`config.mk`:
```
export PLATFORM = sky130hd
export DESIGN_NAME = multi_channel_stall_watchdog
export DESIGN_NICKNAME = d
export VERILOG_FILES = /design/src/rtl/core/mcsw_pkg.sv /design/src/rtl/core/mcsw_ctrl.sv /design/src/rtl/core/mcsw_datapath.sv /design/src/rtl/core/multi_channel_stall_watchdog.sv
export SDC_FILE = /design/constraint.sdc
export NUM_CORES = 1
export LEC_CHECK = 0
export BUFFER_PORTS_ARGS = -buffer_cell sky130_fd_sc_hd__buf_2
export CAP_MARGIN = 40
export CORE_ASPECT_RATIO = 0.6
export CORE_MARGIN = 2
export CORE_UTILIZATION = 40
export DETAILED_ROUTE_END_ITERATION = 6
export GPL_TIMING_DRIVEN = 0
export HOLD_SLACK_MARGIN = 0.1
export SKIP_LAST_GASP = 1
export SYNTH_ARGS = -nofsm -noshare
export SYNTH_HDL_FRONTEND = slang
export SYNTH_SLANG_ARGS = --single-unit
```
`constraint.sdc`:
```
create_clock -name clk_i -period 7.9 [get_ports clk_i]
set_input_delay 2.37 -clock clk_i [delete_from_list [all_inputs] [get_ports clk_i]]
set_output_delay 2.37 -clock clk_i [all_outputs]
set_load 0.03 [all_outputs]
```
`src/rtl/core/mcsw_pkg.sv`:
```
// Shared constants and controller/datapath interface types for the stall watchdog.
`timescale 1ns / 1ps

package mcsw_pkg;

  localparam int CHANNELS = 16;
  localparam int CH_W     = $clog2(CHANNELS);
  localparam int USED_W   = $clog2(CHANNELS + 1);

  localparam int ACT_W    = 3;
  localparam int CHAN_W   = 4;
  localparam int TMO_W    = 24;
  localparam int STS_W    = 2;
  localparam int CNT_W    = 4;
  localparam int TIME_W   = 32;
  localparam int CIV_W    = 16;
  localparam int CFG_IDX_W = 2;
  localparam int CFG_DAT_W = 24;

  localparam logic [ACT_W-1:0] ACT_TICK     = 3'd0;
  localparam logic [ACT_W-1:0] ACT_REGISTER = 3'd1;
  localparam logic [ACT_W-1:0] ACT_KICK     = 3'd2;
  localparam logic [ACT_W-1:0] ACT_SUSPEND  = 3'd3;
  localparam logic [ACT_W-1:0] ACT_RESUME   = 3'd4;
  localparam logic [ACT_W-1:0] ACT_ENABLE   = 3'd5;
  localparam logic [ACT_W-1:0] ACT_DISABLE  = 3'd6;

  localparam logic [STS_W-1:0] STS_DONE     = 2'd0;
  localparam logic [STS_W-1:0] STS_REJECTED = 2'd1;
  localparam logic [STS_W-1:0] STS_STALL    = 2'd2;
  localparam logic [STS_W-1:0] STS_IGNORED  = 2'd3;

  localparam logic [CFG_IDX_W-1:0] CFG_CHECK_INTERVAL  = 2'd0;
  localparam logic [CFG_IDX_W-1:0] CFG_DEFAULT_TIMEOUT = 2'd1;
  localparam logic [CFG_IDX_W-1:0] CFG_STALL_LIMIT     = 2'd2;

  localparam logic [CIV_W-1:0] RST_CHECK_INTERVAL  = 16'd100;
  localparam logic [TMO_W-1:0] RST_DEFAULT_TIMEOUT = 24'd5000;
  localparam logic [CNT_W-1:0] RST_STALL_LIMIT     = 4'd3;
  localparam logic [CNT_W-1:0] STALL_MAX           = 4'hF;

  // controller -> datapath
  typedef struct packed {
    logic load;
    logic exec;
    logic scan_step;
    logic close;
  } cmd_t;

  // datapath -> controller
  typedef struct packed {
    logic scan_go;
    logic scan_end;
    logic hit;
    logic out_free;
  } sts_t;

endpackage

```
`src/rtl/core/mcsw_ctrl.sv`:
```
// Sequencing state machine: accept, execute, channel scan, closing word.
`timescale 1ns / 1ps

module mcsw_ctrl (
  input  logic          clk_i,
  input  logic          rst_ni,
  input  logic          in_valid_i,
  output logic          busy_o,
  input  mcsw_pkg::sts_t sts_i,
  output mcsw_pkg::cmd_t cmd_o
);

  typedef enum logic [1:0] {
    S_IDLE,
    S_EXEC,
    S_SCAN,
    S_CLOSE
  } state_e;

  state_e state_q, state_d;
  logic   busy_q, busy_d;

  always_comb begin
    cmd_o.load      = (state_q == S_IDLE) && in_valid_i;
    cmd_o.exec      = (state_q == S_EXEC);
    cmd_o.scan_step = (state_q == S_SCAN) && !sts_i.scan_end &&
                      (!sts_i.hit || sts_i.out_free);
    cmd_o.close     = (state_q == S_CLOSE) && sts_i.out_free;
  end

  always_comb begin
    state_d = state_q;
    busy_d  = busy_q;
    unique case (state_q)
      S_IDLE: begin
        if (in_valid_i) begin
          state_d = S_EXEC;
          busy_d  = 1'b1;
        end
      end
      S_EXEC: begin
        state_d = sts_i.scan_go ? S_SCAN : S_CLOSE;
      end
      S_SCAN: begin
        if (sts_i.scan_end) begin
          state_d = S_CLOSE;
        end
      end
      S_CLOSE: begin
        if (sts_i.out_free) begin
          state_d = S_IDLE;
          busy_d  = 1'b0;
        end
      end
      default: begin
        state_d = S_IDLE;
        busy_d  = 1'b0;
      end
    endcase
  end

  always_ff @(posedge clk_i or negedge rst_ni) begin
    if (!rst_ni) begin
      state_q <= S_IDLE;
      busy_q  <= 1'b0;
    end else begin
      state_q <= state_d;
      busy_q  <= busy_d;
    end
  end

  assign busy_o = busy_q;

endmodule

```
`src/rtl/core/mcsw_datapath.sv`:
```
// Channel table, time base, configuration registers and output word register.
`timescale 1ns / 1ps

module mcsw_datapath (
  input  logic                              clk_i,
  input  logic                              rst_ni,
  input  mcsw_pkg::cmd_t                    cmd_i,
  output mcsw_pkg::sts_t                    sts_o,
  input  logic                              cfg_we_i,
  input  logic [mcsw_pkg::CFG_IDX_W-1:0]    cfg_index_i,
  input  logic [mcsw_pkg::CFG_DAT_W-1:0]    cfg_data_i,
  input  logic [mcsw_pkg::ACT_W-1:0]        action_i,
  input  logic [mcsw_pkg::CHAN_W-1:0]       channel_i,
  input  logic [mcsw_pkg::TMO_W-1:0]        timeout_ticks_i,
  input  logic                              out_stall_i,
  output logic                              out_valid_o,
  output logic [mcsw_pkg::STS_W-1:0]        status_o,
  output logic [mcsw_pkg::CHAN_W-1:0]       channel_out_o,
  output logic [mcsw_pkg::CNT_W-1:0]        stall_count_out_o,
  output logic                              recovery_o,
  output logic                              last_o
);

  // configuration
  logic [mcsw_pkg::CIV_W-1:0] interval_q;
  logic [mcsw_pkg::TMO_W-1:0] def_tmo_q;
  logic [mcsw_pkg::CNT_W-1:0] limit_q;

  // latched input word
  logic [mcsw_pkg::ACT_W-1:0]  act_q;
  logic [mcsw_pkg::CHAN_W-1:0] ch_q;
  logic [mcsw_pkg::TMO_W-1:0]  tmo_q;

  // global state
  logic [mcsw_pkg::TIME_W-1:0]  now_q;
  logic [mcsw_pkg::TIME_W-1:0]  last_chk_q;
  logic                         enabled_q;
  logic [mcsw_pkg::USED_W-1:0]  used_q;
  logic [mcsw_pkg::CHANNELS-1:0] active_q;
  logic [mcsw_pkg::USED_W-1:0]  idx_q;

  // channel table, valid only for allocated entries
  logic [mcsw_pkg::TIME_W-1:0] la_q [mcsw_pkg::CHANNELS];
  logic [mcsw_pkg::TMO_W-1:0]  to_q [mcsw_pkg::CHANNELS];
  logic [mcsw_pkg::CNT_W-1:0]  sc_q [mcsw_pkg::CHANNELS];

  // closing word of the current item
  logic [mcsw_pkg::STS_W-1:0]  close_sts_q;
  logic [mcsw_pkg::CHAN_W-1:0] close_chan_q;

  // output word register
  logic                        out_valid_q;
  logic [mcsw_pkg::STS_W-1:0]  out_sts_q;
  logic [mcsw_pkg::CHAN_W-1:0] out_chan_q;
  logic [mcsw_pkg::CNT_W-1:0]  out_cnt_q;
  logic                        out_rec_q;
  logic                        out_last_q;

  logic [mcsw_pkg::CH_W-1:0]   ch_idx;
  logic [mcsw_pkg::CH_W-1:0]   sidx;
  logic                        ch_ok;
  logic [mcsw_pkg::TIME_W-1:0] now_inc;
  logic [mcsw_pkg::TIME_W-1:0] since_chk;
  logic [mcsw_pkg::TIME_W-1:0] elapsed;
  logic                        hit;
  logic [mcsw_pkg::CNT_W-1:0]  sc_new;
  logic                        rec;
  logic                        out_free;

  // table write controls
  logic [mcsw_pkg::CH_W-1:0]   wr_addr;
  logic                        we_la, we_to, we_sc;
  logic [mcsw_pkg::TMO_W-1:0]  to_wval;
  logic [mcsw_pkg::CNT_W-1:0]  sc_wval;
  logic                        act_set, act_clr, used_inc, en_set, en_clr;
  logic [mcsw_pkg::STS_W-1:0]  close_sts_d;
  logic [mcsw_pkg::CHAN_W-1:0] close_chan_d;

  assign ch_idx = ch_q[mcsw_pkg::CH_W-1:0];
  assign sidx   = idx_q[mcsw_pkg::CH_W-1:0];

  always_comb begin
    ch_ok     = {1'b0, ch_q} < used_q;
    now_inc   = now_q + 32'd1;
    since_chk = now_inc - last_chk_q;
    elapsed   = now_q - la_q[sidx];
    hit       = active_q[sidx] && (elapsed > {8'd0, to_q[sidx]});
    sc_new    = (sc_q[sidx] < mcsw_pkg::STALL_MAX) ? sc_q[sidx] + 4'd1
                                                   : mcsw_pkg::STALL_MAX;
    rec       = sc_new >= limit_q;
    out_free  = !out_valid_q || !out_stall_i;
  end

  assign sts_o.scan_go  = (act_q == mcsw_pkg::ACT_TICK) && enabled_q &&
                          (since_chk >= {16'd0, interval_q});
  assign sts_o.scan_end = idx_q >= used_q;
  assign sts_o.hit      = hit;
  assign sts_o.out_free = out_free;

  always_comb begin
    wr_addr      = ch_idx;
    we_la        = 1'b0;
    we_to        = 1'b0;
    we_sc        = 1'b0;
    to_wval      = (tmo_q != '0) ? tmo_q : def_tmo_q;
    sc_wval      = '0;
    act_set      = 1'b0;
    act_clr      = 1'b0;
    used_inc     = 1'b0;
    en_set       = 1'b0;
    en_clr       = 1'b0;
    close_sts_d  = mcsw_pkg::STS_DONE;
    close_chan_d = '0;
    if (cmd_i.exec) begin
      unique case (act_q)
        mcsw_pkg::ACT_TICK: begin
          close_sts_d = mcsw_pkg::STS_DONE;
        end
        mcsw_pkg::ACT_REGISTER: begin
          if (used_q >= mcsw_pkg::USED_W'(mcsw_pkg::CHANNELS)) begin
            close_sts_d = mcsw_pkg::STS_REJECTED;
          end else begin
            wr_addr      = used_q[mcsw_pkg::CH_W-1:0];
            we_la        = 1'b1;
            we_to        = 1'b1;
            we_sc        = 1'b1;
            act_set      = 1'b1;
            used_inc     = 1'b1;
            close_chan_d = mcsw_pkg::CHAN_W'(used_q);
          end
        end
        mcsw_pkg::ACT_KICK: begin
          if (!ch_ok || !active_q[ch_idx]) begin
            close_sts_d = mcsw_pkg::STS_IGNORED;
          end else begin
            we_la = 1'b1;
            we_sc = 1'b1;
          end
        end
        mcsw_pkg::ACT_SUSPEND: begin
          if (!ch_ok) begin
            close_sts_d = mcsw_pkg::STS_IGNORED;
          end else begin
            act_clr = 1'b1;
          end
        end
        mcsw_pkg::ACT_RESUME: begin
          if (!ch_ok) begin
            close_sts_d = mcsw_pkg::STS_IGNORED;
          end else begin
            act_set = 1'b1;
            we_la   = 1'b1;
            we_sc   = 1'b1;
          end
        end
        mcsw_pkg::ACT_ENABLE: begin
          en_set = 1'b1;
        end
        mcsw_pkg::ACT_DISABLE: begin
          en_clr = 1'b1;
        end
        default: begin
          close_sts_d = mcsw_pkg::STS_IGNORED;
        end
      endcase
    end else if (cmd_i.scan_step && hit) begin
      // count the stall; on recovery clear the count and restart the channel's time
      wr_addr = sidx;
      we_sc   = 1'b1;
      sc_wval = rec ? '0 : sc_new;
      we_la   = rec;
    end
  end

  always_ff @(posedge clk_i or negedge rst_ni) begin
    if (!rst_ni) begin
      interval_q  <= mcsw_pkg::RST_CHECK_INTERVAL;
      def_tmo_q   <= mcsw_pkg::RST_DEFAULT_TIMEOUT;
      limit_q     <= mcsw_pkg::RST_STALL_LIMIT;
      now_q       <= '0;
      last_chk_q  <= '0;
      enabled_q   <= 1'b0;
      used_q      <= '0;
      active_q    <= '0;
      idx_q       <= '0;
      out_valid_q <= 1'b0;
    end else begin
      if (cfg_we_i) begin
        unique case (cfg_index_i)
          mcsw_pkg::CFG_CHECK_INTERVAL:  interval_q <= cfg_data_i[mcsw_pkg::CIV_W-1:0];
          mcsw_pkg::CFG_DEFAULT_TIMEOUT: def_tmo_q  <= cfg_data_i[mcsw_pkg::TMO_W-1:0];
          mcsw_pkg::CFG_STALL_LIMIT:     limit_q    <= cfg_data_i[mcsw_pkg::CNT_W-1:0];
          default: ;
        endcase
      end
      if (cmd_i.exec) begin
        idx_q <= '0;
        if (act_q == mcsw_pkg::ACT_TICK) begin
          now_q <= now_inc;
          if (sts_o.scan_go) begin
            last_chk_q <= now_inc;
          end
        end
      end else if (cmd_i.scan_step) begin
        idx_q <= idx_q + 1'b1;
      end
      if (en_set) begin
        enabled_q  <= 1'b1;
        last_chk_q <= now_q;
      end
      if (en_clr) begin
        enabled_q <= 1'b0;
      end
      if (used_inc) begin
        used_q <= used_q + 1'b1;
      end
      if (act_set) begin
        active_q[wr_addr] <= 1'b1;
      end
      if (act_clr) begin
        active_q[wr_addr] <= 1'b0;
      end
      // load the output word, or drop it once taken
      if ((cmd_i.scan_step && hit) || cmd_i.close) begin
        out_valid_q <= 1'b1;
      end else if (out_valid_q && !out_stall_i) begin
        out_valid_q <= 1'b0;
      end
    end
  end

  always_ff @(posedge clk_i) begin
    if (cmd_i.load) begin
      act_q <= action_i;
      ch_q  <= channel_i;
      tmo_q <= timeout_ticks_i;
    end
    if (cmd_i.exec) begin
      close_sts_q  <= close_sts_d;
      close_chan_q <= close_chan_d;
    end
    if (we_la) begin
      la_q[wr_addr] <= now_q;
    end
    if (we_to) begin
      to_q[wr_addr] <= to_wval;
    end
    if (we_sc) begin
      sc_q[wr_addr] <= sc_wval;
    end
    if (cmd_i.scan_step && hit) begin
      out_sts_q  <= mcsw_pkg::STS_STALL;
      out_chan_q <= mcsw_pkg::CHAN_W'(sidx);
      out_cnt_q  <= sc_new;
      out_rec_q  <= rec;
      out_last_q <= 1'b0;
    end else if (cmd_i.close) begin
      out_sts_q  <= close_sts_q;
      out_chan_q <= close_chan_q;
      out_cnt_q  <= '0;
      out_rec_q  <= 1'b0;
      out_last_q <= 1'b1;
    end
  end

  assign out_valid_o       = out_valid_q;
  assign status_o          = out_sts_q;
  assign channel_out_o     = out_chan_q;
  assign stall_count_out_o = out_cnt_q;
  assign recovery_o        = out_rec_q;
  assign last_o            = out_last_q;

endmodule

```
`src/rtl/core/multi_channel_stall_watchdog.sv`:
```
// Top level of the multi-channel stall watchdog: controller, datapath and checks.
`timescale 1ns / 1ps

// Takes one command word at a time and answers with one closing word (last high),
// preceded on a tick by one stall report per stalled channel in channel order.
// A command other than a scanning tick is latched and executed, then its closing word
// is loaded into the output register; the next word can be accepted after that load.
// A tick that scans walks the channel table one entry per cycle, save while a stall
// report waits on a held output register, through a single elapsed-time subtract and
// compare, visiting each allocated channel and then detecting the end of the table
// before it loads the closing word. A stall on the output side that holds the output
// register delays a pending report or closing word. The input side is ready again as
// soon as the closing word is loaded, while that word still waits to be taken.
// Configuration is written through the plain write port; writes to index 3 are
// ignored.
module multi_channel_stall_watchdog (
  input  logic                           clk_i,
  input  logic                           rst_ni,
  input  logic                           cfg_we_i,
  input  logic [mcsw_pkg::CFG_IDX_W-1:0] cfg_index_i,
  input  logic [mcsw_pkg::CFG_DAT_W-1:0] cfg_data_i,
  input  logic                           in_valid_i,
  output logic                           in_stall_o,
  input  logic [mcsw_pkg::ACT_W-1:0]     action_i,
  input  logic [mcsw_pkg::CHAN_W-1:0]    channel_i,
  input  logic [mcsw_pkg::TMO_W-1:0]     timeout_ticks_i,
  output logic                           out_valid_o,
  input  logic                           out_stall_i,
  output logic [mcsw_pkg::STS_W-1:0]     status_o,
  output logic [mcsw_pkg::CHAN_W-1:0]    channel_out_o,
  output logic [mcsw_pkg::CNT_W-1:0]     stall_count_out_o,
  output logic                           recovery_o,
  output logic                           last_o
);

  mcsw_pkg::cmd_t cmd;
  mcsw_pkg::sts_t sts;

  mcsw_ctrl u_ctrl (
    .clk_i      (clk_i),
    .rst_ni     (rst_ni),
    .in_valid_i (in_valid_i),
    .busy_o     (in_stall_o),
    .sts_i      (sts),
    .cmd_o      (cmd)
  );

  mcsw_datapath u_datapath (
    .clk_i             (clk_i),
    .rst_ni            (rst_ni),
    .cmd_i             (cmd),
    .sts_o             (sts),
    .cfg_we_i          (cfg_we_i),
    .cfg_index_i       (cfg_index_i),
    .cfg_data_i        (cfg_data_i),
    .action_i          (action_i),
    .channel_i         (channel_i),
    .timeout_ticks_i   (timeout_ticks_i),
    .out_stall_i       (out_stall_i),
    .out_valid_o       (out_valid_o),
    .status_o          (status_o),
    .channel_out_o     (channel_out_o),
    .stall_count_out_o (stall_count_out_o),
    .recovery_o        (recovery_o),
    .last_o            (last_o)
  );

`ifndef SYNTHESIS
  // an accepted word keeps the input side busy until its closing word is loaded
  a_busy_after_accept: assert property (@(posedge clk_i) disable iff (!rst_ni)
    (in_valid_i && !in_stall_o) |=> in_stall_o)
    else $error("input side not busy after accepting a word");

  // going idle means the closing word was just loaded
  a_close_on_idle: assert property (@(posedge clk_i) disable iff (!rst_ni)
    $fell(in_stall_o) |-> (out_valid_o && last_o))
    else $error("went idle without a closing word in the output register");

  // recovery is only flagged on a stall report, which is never the closing word
  a_recovery_on_stall: assert property (@(posedge clk_i) disable iff (!rst_ni)
    (out_valid_o && recovery_o) |-> (status_o == mcsw_pkg::STS_STALL && !last_o))
    else $error("recovery flagged outside a stall report");
`endif

endmodule

```
==> summary.txt <==
Outcome
  • Status: complete, no violations

Setup path
  • CP max FO: 20
  • Max incr delay on CP: 0.55 ns
  • Startpoint types: flop
  • Critical Path AT: 8.07 ns
  • Worst EP required: 8.29 ns
  • Worst path slowest cell: mux4_2
  • CP dominant cell by count: buf_12
  • CP endpoint kind: flop
  • CP Class: reg2reg

Synth
  • Post-Synth XOR/XNOR Area: 0.01955
  • Gate Count Post-Synth: 2969
  • Post-synthesis sequential area ratio: 0.6727
  • Largest family of logic cells by synthesized area: multiplexers
  • Yosys top cell by area: edfxtp_1
  • Syn. warnings: 0
  • Share of Yosys cell area claimed by the top area cell type: 0.6020
  • Synthesized net count: 3157
  • Most numerous cell in the Yosys netlist: edfxtp_1
  • Mux cell area share after synthesis: 0.1469
  • EDFF count, synth: 1006
  • Synth Cell Area: 50180 µm²
  • Flops & latches, synth: 1148
  • Simple-gate share of the synthesized area: 0.04859
  • Post-Synth Adder-Cell Area: 0.03171
  • Avg Cell Area, Syn: 16.90 µm²
  • Top cells by area, synth: edfxtp_1 (60%), mux4_2 (14%), dfrtp_1 (6.4%), ha_1 (3.1%), nand2_1 (1.3%)
  • Top cell types by occurrence after synthesis: edfxtp_1 (1006), mux4_2 (309), nand2_1 (168)
  • Most used flip-flop cell after synthesis: edfxtp_1
  • Synth async-reset ratio: 0.1211
  • Count of cell types in the netlist: 88
  • Synth Area in Compound Gates: 0.05752

Pwr
  • Sw frac: 0.2882
  • Peak supply drop: 0.2000 mV
  • Power share of the clock group: 0.321
  • Pwr Total: 15600 µW
  • Combinational share of power: 0.228
  • Switching power total: 4496 µW
  • Flop pwr share: 0.451
  • P_leak: 0.02138 µW
  • Int Pwr: 11110 µW
  • Cell area power density: 264.2 nW/µm²

Clock network
  • Clock slew seen by the registers of the worst setup and hold paths: 0.08 ns
  • H-tree Lvls: 3
  • CTS buffer count: 99
  • Max clock buf depth: 3
  • Clk_lat worst skew: 0.73 ns
  • Hold Buf Count CTS: 0
  • Clk sinks: 1148
  • Clk root buf: clkbuf_16
  • CTS tree: done

Placement
  • Hpwl dp: 96.16 mm
  • DP Area: 54510 µm²
  • Routability Congestion: 0.8900
  • Dpl ws: -3.196 ns
  • I/O Buffers: 75

GRT
  • Gr ovfl total: 0
  • Antenna violations before repair: 4
  • Met3 usage: 0.04833
  • Grt met2 use: 0.2743
  • Gr busiest metal: met1
  • Largest net degree at the start of global routing: 65
  • Vias in the first global route: 28104
  • Met1 Use GR: 0.3653
  • First-pass GRT wire length: 199.8 mm
  • Total GRT Usage: 0.2149

Floorplan
  • Initial Utilization: 0.4039
  • Placeable core area: 124200 µm²
  • DIE HEIGHT: 278.4 µm
  • Die area: 128400 µm²
  • I/O pin count: 76
  • Row cnt: 100
  • Die Wd: 461.3 µm

STA
  • Period utilization: 0.9718
  • Highest clock rate: 130.3 MHz
  • Total negative slack: 0 ns
  • # setup viols final: 0
  • Minimum clock period after layout: 7.677 ns
  • Worst setup margin: 0.2230 ns
  • Slew @ Worst Pin: 1.033 ns
  • Final Hold Viols: 0
  • Slew headroom: 0.3112
  • Fin Clk Skew: 0.03872 ns
  • Final Max Slew Viols: 0

Final layout
  • Final nets: 3485
  • Non-Filler Cell Area, Final: 59050 µm²
  • ANT cells: 0
  • Layout cells sized above 1: 0.2637
  • Area Growth Syn to Fin: 17.67%

Run
  • Max Cap Viol: 0

Detailed routing
  • Drt drc: 0
  • Vias: 29302
  • Wirelength per Cell: 27.18 µm
  • Starting DRT DRC Count: 4438
  • Antenna-violating nets left: 0
  • First-pass iteration count of the detailed router: 6
  • DR vias/cell: 5.785
  • Final wirelength: 137.7 mm

Worst hold path
  • Worst Hold Class: reg2reg
==> repair_timing <==
| item | 4_1_cts | 5_1_grt |
|---|---|---|
| setup endpoints to repair | 1094 | 1058 |
| gates resized for setup | 92 | 36 |
| setup buffers | 61 | 7 |
| pin swaps | 35 | 9 |
| gates cloned | 1 | 0 |
==> area by class of cell <==
type                            instances  area, µm²
Clock inverter                         65      669.4
Multi-Input combinational cell       1523      15710
Clock buffer                          121       2623
Sequential cell                      1148      33770
Inverter                              147      551.8
Fill cell                           10409      65190
Buffer                                139      732.0
Tap cell                             1683       2106
Timing Repair Buffer                  239       2890
==> flip-flops by register name, indices dropped and copies added, names as in the netlist, 2 cells and up <==
register                      count
u_datapath.la_q                 512
u_datapath.to_q                 384
u_datapath.sc_q                  64
u_datapath.last_chk_q            32
u_datapath.now_q                 32
u_datapath.def_tmo_q             24
u_datapath.tmo_q                 24
u_datapath.active_q              16
u_datapath.interval_q            16
u_datapath.idx_q                  5
u_datapath.used_q                 5
u_datapath.ch_idx                 4
u_datapath.channel_out_o          4
u_datapath.close_chan_q           4
u_datapath.limit_q                4
u_datapath.stall_count_out_o      4
u_datapath.act_q                  3
u_ctrl.state_q                    2
u_datapath.close_sts_q            2
u_datapath.status_o               2
==> cell families after synthesis <==
group	Yosys count
buf+inv	298
fa+ha+maj	126
xor+xnor	112
mux	346
flops	1148
simple gates	509
compound gates	430
==> worst max-delay path: cells and delay by family, from the launching register on <==
kind / cells / cell delay, ns
simple gates: 7 / 1.26
buf+inv: 11 / 1.93
mux: 3 / 1.43
flops: 1 / 0.38
fa+ha+maj: 2 / 0.50
compound gates: 7 / 1.58
xor+xnor: 1 / 0.17
==> through the flow <==
step,util,hold slack (ns),instances
global placement,0.4245,0.4587,4727
global route,0.4753,0.5138,5065
floorplan,-,0.4496,2969
finish,0.4753,0.4729,5065
CTS,0.4739,0.4742,5065
detailed placement,0.4387,0.4580,4822
==> per-layer routing <==
layer  wire [µm]  vias up  part of all wire
li1            -    12386                 -
met3       14720      133              0.11
met4        2241        0             0.016
met2       54030     1448              0.39
met5           0        -                 0
met1       66690    15335              0.48
==> path summary, 6_finish.rpt <==
kind,startpoint,end,slack [ns],depth (start not counted)
setup / recovery,u_datapath.idx_q[0],u_datapath.to_q[1][16],0.22,31
hold / removal,u_datapath.status_o[0],u_datapath.status_o[0],0.47,2
setup reg to reg,u_datapath.idx_q[0],u_datapath.to_q[1][16],0.22,31
hold reg to reg,u_datapath.status_o[0],u_datapath.status_o[0],0.47,2
max in group asynchronous,rst_ni,u_datapath.now_q[0],5.39,3
min in group asynchronous,rst_ni,u_datapath.active_q[10],1.52,1
==> cell usage in the layout, fill, tap and decap left out, types with 93 or more instances in the layout <==
cell	instances
nand2_1	160
ha_1	123
edfxtp_1	1006
nor2_1	93
a21oi_1	103
mux4_2	309
dfrtp_1	124
inv_1	145
clkbuf_16	102
clkbuf_1	93
==> power by group through the flow <==
stage / sequential [µW] / combinational [µW] / clock (µW)
after global routing: 7060 / 3850 / 5320
final: 7040 / 3550 / 5020
after global placement: 7180 / 3160 / 0
after detailed placement: 7160 / 3390 / 0
after CTS: 7030 / 3490 / 5090
after floorplan: 7170 / 2180 / 0
Power figures use the tool's default switching activity.
